[config.mk]
export PLATFORM = sky130hd
export DESIGN_NAME = current_spike_interval_monitor_core
export DESIGN_NICKNAME = d
export VERILOG_FILES = /design/src/design/csim_pkg.sv /design/src/design/csim_div.sv /design/src/design/csim_dp.sv /design/src/design/csim_ctrl.sv /design/src/design/current_spike_interval_monitor_core.sv
export SDC_FILE = /design/constraint.sdc
export NUM_CORES = 2
export LEC_CHECK = 0
export ABC_CLOCK_PERIOD_IN_PS = 7600
export BUFFER_PORTS_ARGS = -buffer_cell sky130_fd_sc_hd__buf_2
export CAP_MARGIN = 25
export CORE_ASPECT_RATIO = 0.7
export CORE_MARGIN = 3
export CORE_UTILIZATION = 43
export CTS_BUF_LIST = sky130_fd_sc_hd__clkbuf_8
export DETAILED_ROUTE_END_ITERATION = 10
export GPL_ROUTABILITY_DRIVEN = 0
export PLACE_DENSITY = 0.72
export SYNTH_ARGS = -nofsm -noshare
export SYNTH_HDL_FRONTEND = slang
export SYNTH_SLANG_ARGS = --single-unit
[constraint.sdc]
create_clock -name clk -period 7.6 [get_ports clk]
set_input_delay 1.52 -clock clk [delete_from_list [all_inputs] [get_ports clk]]
set_output_delay 1.52 -clock clk [all_outputs]
set_load 0.01 [all_outputs]
[src/design/csim_pkg.sv]
// Shared types, constants and codes of the current spike interval monitor.
package csim_pkg;

	localparam int HISTORY_DEPTH = 10;
	localparam int TOTAL_W       = 16 + $clog2(HISTORY_DEPTH);
	localparam int FRAC_W        = 12;
	localparam int NUM_W         = 32 + FRAC_W;
	localparam int DEN_W         = 20;
	localparam int CNT_W         = $clog2(NUM_W + 1);
	localparam int IDX_W         = 3;
	localparam int CFG_W         = 32;

	localparam int MEAN_SHIFT  = TOTAL_W - 1 + $clog2(HISTORY_DEPTH);
	localparam int MEAN_PROD_W = TOTAL_W + MEAN_SHIFT + 1;
	localparam logic [MEAN_SHIFT:0] MEAN_RECIP = (MEAN_SHIFT + 1)'(
		((longint'(1) << MEAN_SHIFT) + longint'(HISTORY_DEPTH) - 1) / longint'(HISTORY_DEPTH));

	localparam logic [DEN_W-1:0] COUNT_MAX = '1;

	localparam logic signed [15:0] RST_THRESHOLD = 16'sd21299;
	localparam logic               RST_MODE      = 1'b1;
	localparam logic [31:0]        RST_MWIN      = 32'd500000;
	localparam logic [31:0]        RST_CWIN      = 32'd1000000;
	localparam logic [7:0]         RST_TARGET    = 8'd3;
	localparam logic [19:0]        RST_NOMINAL   = 20'd9000;

	localparam logic ACT_START  = 1'b0;
	localparam logic ACT_SAMPLE = 1'b1;
	localparam logic MODE_CHECK   = 1'b0;
	localparam logic MODE_MEASURE = 1'b1;

	typedef enum logic [IDX_W-1:0] {
		REG_THRESHOLD = 3'd0,
		REG_MODE      = 3'd1,
		REG_MWIN      = 3'd2,
		REG_CWIN      = 3'd3,
		REG_TARGET    = 3'd4,
		REG_NOMINAL   = 3'd5
	} csim_reg_t;

	typedef enum logic [1:0] {
		DIV_INTERVAL,
		DIV_ERROR
	} csim_div_sel_t;

	typedef enum logic [2:0] {
		ST_IDLE,
		ST_INT_GO,
		ST_INT_WAIT,
		ST_ERR_GO,
		ST_ERR_WAIT,
		ST_MEAN,
		ST_EMIT
	} csim_state_t;

	typedef struct packed {
		logic          accept;
		logic          div_start;
		csim_div_sel_t div_sel;
		logic          int_load;
		logic          err_push;
		logic          mean_load;
		logic          out_load;
	} csim_cmd_t;

	typedef struct packed {
		logic close;
		logic need_div;
		logic div_busy;
		logic div_done;
	} csim_sts_t;

endpackage

[src/design/csim_div.sv]
// Restoring unsigned divider, one quotient bit per cycle.
module csim_div (
	input  logic                      clk,
	input  logic                      arst_n,
	input  logic                      start,
	input  logic [csim_pkg::NUM_W-1:0] num,
	input  logic [csim_pkg::DEN_W-1:0] den,
	output logic                      busy,
	output logic                      done,
	output logic [csim_pkg::NUM_W-1:0] quo
);
	import csim_pkg::*;

	logic             busy_q;
	logic             done_q;
	logic [CNT_W-1:0] cnt_q;
	logic [NUM_W-1:0] num_q;
	logic [DEN_W-1:0] rem_q;
	logic [DEN_W-1:0] den_q;
	logic [DEN_W:0]   trial;
	logic [DEN_W:0]   diff;
	logic             ge;

	always_comb begin
		trial = {rem_q, num_q[NUM_W-1]};
		ge    = trial >= {1'b0, den_q};
		diff  = trial - {1'b0, den_q};
	end

	always_ff @(posedge clk or negedge arst_n) begin
		if (!arst_n) begin
			busy_q <= 1'b0;
			done_q <= 1'b0;
			cnt_q  <= '0;
		end else begin
			done_q <= 1'b0;
			if (start) begin
				busy_q <= 1'b1;
				cnt_q  <= CNT_W'(NUM_W);
			end else if (busy_q) begin
				cnt_q <= cnt_q - 1'b1;
				if (cnt_q == CNT_W'(1)) begin
					busy_q <= 1'b0;
					done_q <= 1'b1;
				end
			end
		end
	end

	always_ff @(posedge clk) begin
		if (start) begin
			num_q <= num;
			den_q <= den;
			rem_q <= '0;
		end else if (busy_q) begin
			num_q <= {num_q[NUM_W-2:0], ge};
			rem_q <= ge ? diff[DEN_W-1:0] : trial[DEN_W-1:0];
		end
	end

	assign busy = busy_q;
	assign done = done_q;
	assign quo  = num_q;

endmodule

[src/design/csim_dp.sv]
// Datapath: configuration, window tracking, divider operands, error history and result.
module csim_dp (
	input  logic                       clk,
	input  logic                       arst_n,
	input  logic                       cfg_we,
	input  logic [csim_pkg::IDX_W-1:0] cfg_index,
	input  logic [csim_pkg::CFG_W-1:0] cfg_data,
	input  logic                       action,
	input  logic signed [15:0]         sample,
	input  logic [31:0]                stamp_us,
	input  csim_pkg::csim_cmd_t        cmd,
	output csim_pkg::csim_sts_t        sts,
	output logic                       status,
	output logic [19:0]                spike_count,
	output logic [31:0]                interval_us,
	output logic signed [15:0]         error_now,
	output logic signed [15:0]         error_mean
);
	import csim_pkg::*;

	logic signed [15:0] thresh_q;
	logic               mode_q;
	logic [31:0]        mwin_q;
	logic [31:0]        cwin_q;
	logic [7:0]         target_q;
	logic [19:0]        nominal_q;

	logic [31:0]      start_q;
	logic             open_q;
	logic             in_spike_q;
	logic [DEN_W-1:0] counter_q;

	logic [31:0]        elapsed_q;
	logic [31:0]        interval_q;
	logic signed [15:0] err_q;
	logic signed [15:0] mean_q;

	logic signed [15:0]        hist_q [HISTORY_DEPTH];
	logic signed [TOTAL_W-1:0] total_q;

	logic               status_q;
	logic [19:0]        count_out_q;
	logic [31:0]        interval_out_q;
	logic signed [15:0] err_out_q;
	logic signed [15:0] mean_out_q;

	logic                   spike_hi;
	logic [31:0]            elapsed;
	logic [DEN_W-1:0]       counter_n;
	logic                   err_neg;
	logic [31:0]            err_mag;
	logic                   total_neg;
	logic [TOTAL_W-1:0]     total_mag;
	logic [MEAN_PROD_W-1:0] mean_prod;
	logic [15:0]            mean_mag;
	logic [NUM_W-1:0]       div_num;
	logic [DEN_W-1:0]       div_den;
	logic                   div_busy;
	logic                   div_done;
	logic [NUM_W-1:0]       quo;
	logic signed [15:0]     err_val;
	logic signed [15:0]     mean_val;

	always_comb begin
		spike_hi  = sample > thresh_q;
		elapsed   = stamp_us - start_q;
		counter_n = counter_q;
		if (!spike_hi && in_spike_q && counter_q != COUNT_MAX) begin
			counter_n = counter_q + 1'b1;
		end
		sts.close = (action == ACT_SAMPLE) && open_q && !spike_hi &&
			((mode_q == MODE_MEASURE) ? (elapsed > mwin_q) :
			 (counter_n >= DEN_W'(target_q) || elapsed > cwin_q));
		sts.need_div = (mode_q == MODE_MEASURE) && counter_n != '0;
		sts.div_busy = div_busy;
		sts.div_done = div_done;
	end

	always_comb begin
		err_neg   = interval_q > 32'(nominal_q);
		err_mag   = err_neg ? interval_q - 32'(nominal_q) : 32'(nominal_q) - interval_q;
		total_neg = total_q[TOTAL_W-1];
		total_mag = total_neg ? TOTAL_W'(-total_q) : TOTAL_W'(total_q);
		mean_prod = MEAN_PROD_W'(total_mag) * MEAN_PROD_W'(MEAN_RECIP);
		mean_mag  = mean_prod[MEAN_SHIFT +: 16];
		unique case (cmd.div_sel)
			DIV_INTERVAL: begin
				div_num = NUM_W'(elapsed_q);
				div_den = counter_q;
			end
			DIV_ERROR: begin
				div_num = {err_mag, {FRAC_W{1'b0}}};
				div_den = nominal_q;
			end
			default: begin
				div_num = '0;
				div_den = '0;
			end
		endcase
	end

	always_comb begin
		if (nominal_q == '0) begin
			err_val = (interval_q == '0) ? 16'sh0000 : 16'sh8000;
		end else if (err_neg) begin
			err_val = (quo > NUM_W'(32768)) ? 16'sh8000 : 16'(~quo[15:0] + 16'd1);
		end else begin
			err_val = (quo > NUM_W'(32767)) ? 16'sh7FFF : quo[15:0];
		end
		mean_val = total_neg ? 16'(~mean_mag + 16'd1) : mean_mag;
	end

	csim_div u_div (
		.clk    (clk),
		.arst_n (arst_n),
		.start  (cmd.div_start),
		.num    (div_num),
		.den    (div_den),
		.busy   (div_busy),
		.done   (div_done),
		.quo    (quo)
	);

	always_ff @(posedge clk or negedge arst_n) begin
		if (!arst_n) begin
			thresh_q  <= RST_THRESHOLD;
			mode_q    <= RST_MODE;
			mwin_q    <= RST_MWIN;
			cwin_q    <= RST_CWIN;
			target_q  <= RST_TARGET;
			nominal_q <= RST_NOMINAL;
		end else if (cfg_we) begin
			unique case (csim_reg_t'(cfg_index))
				REG_THRESHOLD: thresh_q  <= cfg_data[15:0];
				REG_MODE:      mode_q    <= cfg_data[0];
				REG_MWIN:      mwin_q    <= cfg_data[31:0];
				REG_CWIN:      cwin_q    <= cfg_data[31:0];
				REG_TARGET:    target_q  <= cfg_data[7:0];
				REG_NOMINAL:   nominal_q <= cfg_data[19:0];
				default: ;
			endcase
		end
	end

	always_ff @(posedge clk or negedge arst_n) begin
		if (!arst_n) begin
			start_q    <= '0;
			open_q     <= 1'b0;
			in_spike_q <= 1'b0;
			counter_q  <= '0;
		end else if (cmd.accept) begin
			if (action == ACT_START) begin
				start_q    <= stamp_us;
				open_q     <= 1'b1;
				in_spike_q <= 1'b0;
				counter_q  <= '0;
			end else if (open_q) begin
				in_spike_q <= spike_hi;
				counter_q  <= counter_n;
				if (sts.close) begin
					open_q <= 1'b0;
				end
			end
		end
	end

	always_ff @(posedge clk or negedge arst_n) begin
		if (!arst_n) begin
			for (int i = 0; i < HISTORY_DEPTH; i++) begin
				hist_q[i] <= '0;
			end
			total_q <= '0;
			mean_q  <= '0;
		end else begin
			if (cmd.err_push) begin
				for (int i = 0; i < HISTORY_DEPTH - 1; i++) begin
					hist_q[i] <= hist_q[i+1];
				end
				hist_q[HISTORY_DEPTH-1] <= err_val;
				total_q <= total_q - TOTAL_W'(hist_q[0]) + TOTAL_W'(err_val);
			end
			if (cmd.mean_load) begin
				mean_q <= mean_val;
			end
		end
	end

	always_ff @(posedge clk) begin
		if (cmd.accept && sts.close) begin
			elapsed_q  <= elapsed;
			interval_q <= '0;
			err_q      <= '0;
		end else begin
			if (cmd.int_load) begin
				interval_q <= quo[31:0];
			end
			if (cmd.err_push) begin
				err_q <= err_val;
			end
		end
		if (cmd.out_load) begin
			status_q       <= counter_q == '0;
			count_out_q    <= counter_q;
			interval_out_q <= interval_q;
			err_out_q      <= err_q;
			mean_out_q     <= mean_q;
		end
	end

	assign status      = status_q;
	assign spike_count = count_out_q;
	assign interval_us = interval_out_q;
	assign error_now   = err_out_q;
	assign error_mean  = mean_out_q;

endmodule

[src/design/csim_ctrl.sv]
// Controller: handshakes and the sequence of divisions at a window close.
module csim_ctrl (
	input  logic                clk,
	input  logic                arst_n,
	input  logic                in_valid,
	output logic                in_stall,
	output logic                out_valid,
	input  logic                out_stall,
	input  csim_pkg::csim_sts_t sts,
	output csim_pkg::csim_cmd_t cmd
);
	import csim_pkg::*;

	csim_state_t state_q;
	csim_state_t state_n;
	logic        out_valid_q;
	logic        out_free;

	always_ff @(posedge clk or negedge arst_n) begin
		if (!arst_n) begin
			state_q     <= ST_IDLE;
			out_valid_q <= 1'b0;
		end else begin
			state_q <= state_n;
			if (cmd.out_load) begin
				out_valid_q <= 1'b1;
			end else if (out_valid_q && !out_stall) begin
				out_valid_q <= 1'b0;
			end
		end
	end

	always_comb begin
		out_free = !out_valid_q || !out_stall;
		state_n  = state_q;
		in_stall = 1'b1;
		cmd      = '{default: '0, div_sel: DIV_INTERVAL};
		unique case (state_q)
			ST_IDLE: begin
				in_stall   = 1'b0;
				cmd.accept = in_valid;
				if (in_valid && sts.close) begin
					state_n = sts.need_div ? ST_INT_GO : ST_EMIT;
				end
			end
			ST_INT_GO: begin
				cmd.div_start = 1'b1;
				cmd.div_sel   = DIV_INTERVAL;
				state_n       = ST_INT_WAIT;
			end
			ST_INT_WAIT: begin
				if (sts.div_done) begin
					cmd.int_load = 1'b1;
					state_n      = ST_ERR_GO;
				end
			end
			ST_ERR_GO: begin
				cmd.div_start = 1'b1;
				cmd.div_sel   = DIV_ERROR;
				state_n       = ST_ERR_WAIT;
			end
			ST_ERR_WAIT: begin
				if (sts.div_done) begin
					cmd.err_push = 1'b1;
					state_n      = ST_MEAN;
				end
			end
			ST_MEAN: begin
				cmd.mean_load = 1'b1;
				state_n       = ST_EMIT;
			end
			ST_EMIT: begin
				if (out_free) begin
					cmd.out_load = 1'b1;
					state_n      = ST_IDLE;
				end
			end
			default: state_n = ST_IDLE;
		endcase
	end

	assign out_valid = out_valid_q;

endmodule

[src/design/current_spike_interval_monitor_core.sv]
// Top level of the current spike interval monitor: controller, datapath and checks.
// A sample or start transaction that closes no window leaves the controller idle; one per cycle is accepted while idle.
// A closing sample in check mode, or with no spikes, skips the divisions and goes straight to the emit state.
// A measure-mode close runs two 44-step divisions on the shared divider.
// Input is stalled from a closing transaction until its result is in the output register.
// Reset clears window state, history and mean; configuration registers return to their default values.
module current_spike_interval_monitor_core (
	input  logic                       clk,
	input  logic                       arst_n,
	input  logic                       cfg_we,
	input  logic [csim_pkg::IDX_W-1:0] cfg_index,
	input  logic [csim_pkg::CFG_W-1:0] cfg_data,
	input  logic                       in_valid,
	output logic                       in_stall,
	input  logic                       action,
	input  logic signed [15:0]         sample,
	input  logic [31:0]                stamp_us,
	output logic                       out_valid,
	input  logic                       out_stall,
	output logic                       status,
	output logic [19:0]                spike_count,
	output logic [31:0]                interval_us,
	output logic signed [15:0]         error_now,
	output logic signed [15:0]         error_mean
);
	import csim_pkg::*;

	csim_cmd_t cmd;
	csim_sts_t sts;

	csim_ctrl u_ctrl (
		.clk       (clk),
		.arst_n    (arst_n),
		.in_valid  (in_valid),
		.in_stall  (in_stall),
		.out_valid (out_valid),
		.out_stall (out_stall),
		.sts       (sts),
		.cmd       (cmd)
	);

	csim_dp u_dp (
		.clk         (clk),
		.arst_n      (arst_n),
		.cfg_we      (cfg_we),
		.cfg_index   (cfg_index),
		.cfg_data    (cfg_data),
		.action      (action),
		.sample      (sample),
		.stamp_us    (stamp_us),
		.cmd         (cmd),
		.sts         (sts),
		.status      (status),
		.spike_count (spike_count),
		.interval_us (interval_us),
		.error_now   (error_now),
		.error_mean  (error_mean)
	);

	a_busy_stalls: assert property (@(posedge clk) disable iff (!arst_n)
		sts.div_busy |-> in_stall)
		else $error("input taken while divider busy");

	a_start_idle: assert property (@(posedge clk) disable iff (!arst_n)
		cmd.div_start |-> !sts.div_busy)
		else $error("divider started while busy");

	a_valid_from_load: assert property (@(posedge clk) disable iff (!arst_n)
		$rose(out_valid) |-> $past(cmd.out_load))
		else $error("result shown without load");

	a_status_count: assert property (@(posedge clk) disable iff (!arst_n)
		out_valid |-> (status == (spike_count == '0)))
		else $error("status disagrees with spike count");

endmodule

==> results.toml <==
[placed_design]
dp_slack_ns = -0.470
dp_hpwl_um = 85400
dp.cells = 5810
numPortBuffers = 175
place_area_um2 = 44200

[finish]
num-nets-final = 5340
post_layout_nonfiller_instances = 6021
postLayoutCellArea_um2 = 46800
seqCellArea_um2 = 16100
syn_to_final_growth_pct = 15.0
final_util_pct = 50.4
drive_above_1_share_pct = 15.5
multi_input_area_um2 = 22700
fill_cells = 8432

[pwr]
p_per_area_nw_per_um2 = 160
leakagePower_nw = 23.4
finalPower_mw = 7.46
max-vdd-ir-drop_v = 0.000127

[sta]
drv_slew = 0
max_freq_mhz = 127
slew_headroom_pct = 31.5
finalHoldViolCount = 0
fin_ws_ns = -0.274
finalSetupViolations = 9
final.setup.tns_ns = -1.74
rsz0062_at_grt = "true"
fin_crit_sh_pct = 104
fin_crit_ns = 7.87
worst_pin_slew_ns = 1.03
hold_ws_ns = 0.429
skew_ns = 0.0428

[logic_synthesis]
postSynthCellCount = 4379
synth-edff-count = 181
synth_top_cell_by_area = "dfrtp_1"
ys_types = 91
ys.flop_type = "dfrtp_1"
yosys_warnings = 0
syn_area_um2 = 40700
async_reset_ff_share_pct = 59.8
yosysTopAreaCellShare_pct = 21.0
ys_seq_elements = 620
syn_nets = 5023
syn_area_per_cell_um2 = 9.29
synth.area.top_cells = "dfrtp_1, edfxtp_1, ha_1"
yosysSeqAreaShare_pct = 39.6

[floorplan]
chipWidth_um = 374
initial_core_util_pct = 43.8
die_h_um = 263
core_um2 = 92900
io_pins = 176
die-area_um2 = 98400
placement_rows = 93

[critical_path]
crit_slowest_cell = "fa_1"
path_class = "reg -> reg"
slowest_delay_ns = 0.52
critPathLaunchType = "flip-flop"
cp_max_fo = 3
cp-end-kind = "flip-flop"
worstPathRequired_ns = 8.20
cp.arrival_ns = 8.47

[route]
dr.pass1.iters = 6
drc = 0
wl_met1_um = 53300
ant_nets = 0
drt_iter0_markers = 3281
viasPerCell = 5.40
wl_met2_um = 44400
post_drt_wl_per_cell_um = 18.6
finalWirelength_um = 112000
route.met3.wl_um = 12200
top_layer = "met5"
vias = 32500

[global_routing]
grt_pass1_vias = 31200
track_usage_pct = 22.5
overflow = 0
grt_first_pass_wirelength_um = 176000
antenna_found_initial = 10
grt_max_degree = 130

[clocking]
htree_levels = 3
cts_root_buf = "clkbuf_8"
cts_made_buffers = 95
clockBufferDepth = 3
path_clk_slew_ns = 0.07
clkLatencyLatePin_ns = 0.76
cts_sinks = 620
cts_tree = "yes"

[run_status]
outcome = "complete, but fails checks"
violations = "negative setup slack"

[min_path]
hold_class = "reg -> reg"

[job]
max_cap_viol_count = 0
-- registers in the layout, summed over array words and instances (netlist names), 32 cells and up --
signal / cells
u_dp.cwin_q: 32
u_dp.elapsed_q: 32
u_dp.hist_q: 160
u_dp.interval_q: 32
u_dp.interval_us: 32
u_dp.mwin_q: 32
u_dp.start_q: 32
u_dp.u_div.quo: 44
-- layout by cell type (no fill, tap or decap), drive strengths merged, types with 32 or more instances in the layout --
cell,count
buf,387
a21o,60
xnor2,123
nor4,33
dfrtp,341
nand4,46
a21oi,265
xor2,51
clkbuf,108
mux2,65
dfxtp,68
o21ai,318
inv,540
ha,398
nor2,151
nor3,56
nand3,59
fa,157
edfxtp,181
nand2,881
mux2i,32
-- where the power goes --
part / total, mW / internal (mW) / leakage [nW] / switching [mW]
Sequential: 3.66 / 3.56 / 6.68 / 0.0962
Combinational: 0.944 / 0.370 / 15.5 / 0.574
Clock: 2.86 / 1.46 / 1.13 / 1.40
Total: 7.46 / 5.39 / 23.4 / 2.07
-- cell usage after synthesis (29+ instances only) --
library cell	n
a21o_1	60
nand4_1	46
dfxtp_1	68
dfrtp_1	341
a21oi_1	264
mux2i_1	31
edfxtp_1	181
inv_1	503
and3_1	29
ha_1	398
dfstp_2	30
o31ai_1	29
nor2_1	150
nor4_1	32
nand2_1	881
mux2_2	64
nand3_1	59
o21ai_0	284
nor3_1	54
o21ai_1	34
xnor2_1	123
fa_1	157
xor2_1	51
clkbuf_1	141
-- worst max-delay path, delay by kind of cell (launching register included) --
| kind | cells | cell delay, ns |
|---|---|---|
| adder cells (fa/ha/maj) | 8 | 3.01 |
| AND/OR/NAND/NOR | 8 | 2.14 |
| flip-flops | 1 | 0.39 |
| AO/OA/AOI/OAI | 6 | 1.00 |
| buffers and inverters | 7 | 0.66 |
| XOR/XNOR | 3 | 0.51 |
-- layer usage --
| metal | GRT usage [%] | up-vias |
|---|---|---|
| li1 | - | 15500 |
| met1 | 34.5 | 15600 |
| met2 | 30.6 | 1278 |
| met3 | 7.08 | 161 |
| met4 | 4.91 | 8 |
| met5 | 0 | - |
-- area by class of cell --
type | count | area share (%)
Antenna cell | 7 | 0.0375
Multi-Input combinational cell | 3089 | 48.4
Tap cell | 1235 | 3.30
Inverter | 503 | 4.05
Clock buffer | 108 | 3.18
Clock inverter | 72 | 0.987
Timing Repair Buffer | 387 | 5.55
Sequential cell | 620 | 34.5
-- cell families after synthesis --
| family | Yosys count | share of synthesized area, % |
|---|---|---|
| AO/OA/AOI/OAI | 873 | 12.8 |
| buffers and inverters | 670 | 6.25 |
| multiplexers | 97 | 2.62 |
| AND/OR/NAND/NOR | 1390 | 15.0 |
| XOR/XNOR | 174 | 3.75 |
| flip-flops | 620 | 39.6 |
| adder cells (fa/ha/maj) | 555 | 20.0 |
-- worst paths after layout --
check                                start             endpoint  slack, ns  cells past startpoint
max reg2reg                u_dp.total_q[2]      u_dp.mean_q[13]      -0.27                     32
max                        u_dp.total_q[2]      u_dp.mean_q[13]      -0.27                     32
min reg2reg                 u_dp.err_q[12]   u_dp.error_now[12]       0.43                      0
min                         u_dp.err_q[12]   u_dp.error_now[12]       0.43                      0
max in group asynchronous           arst_n  u_dp.u_div.cnt_q[0]       5.34                      2
min in group asynchronous           arst_n      u_dp.start_q[9]       0.87                      1
-- what timing repair did --
action,4_1_cts,5_1_grt
setup endpoints to repair,12,14
gates resized for setup,46,37
pin swaps,43,28
buffers inserted,13,10
hold buffers,0,0
(Power assumes the default switching activity.)
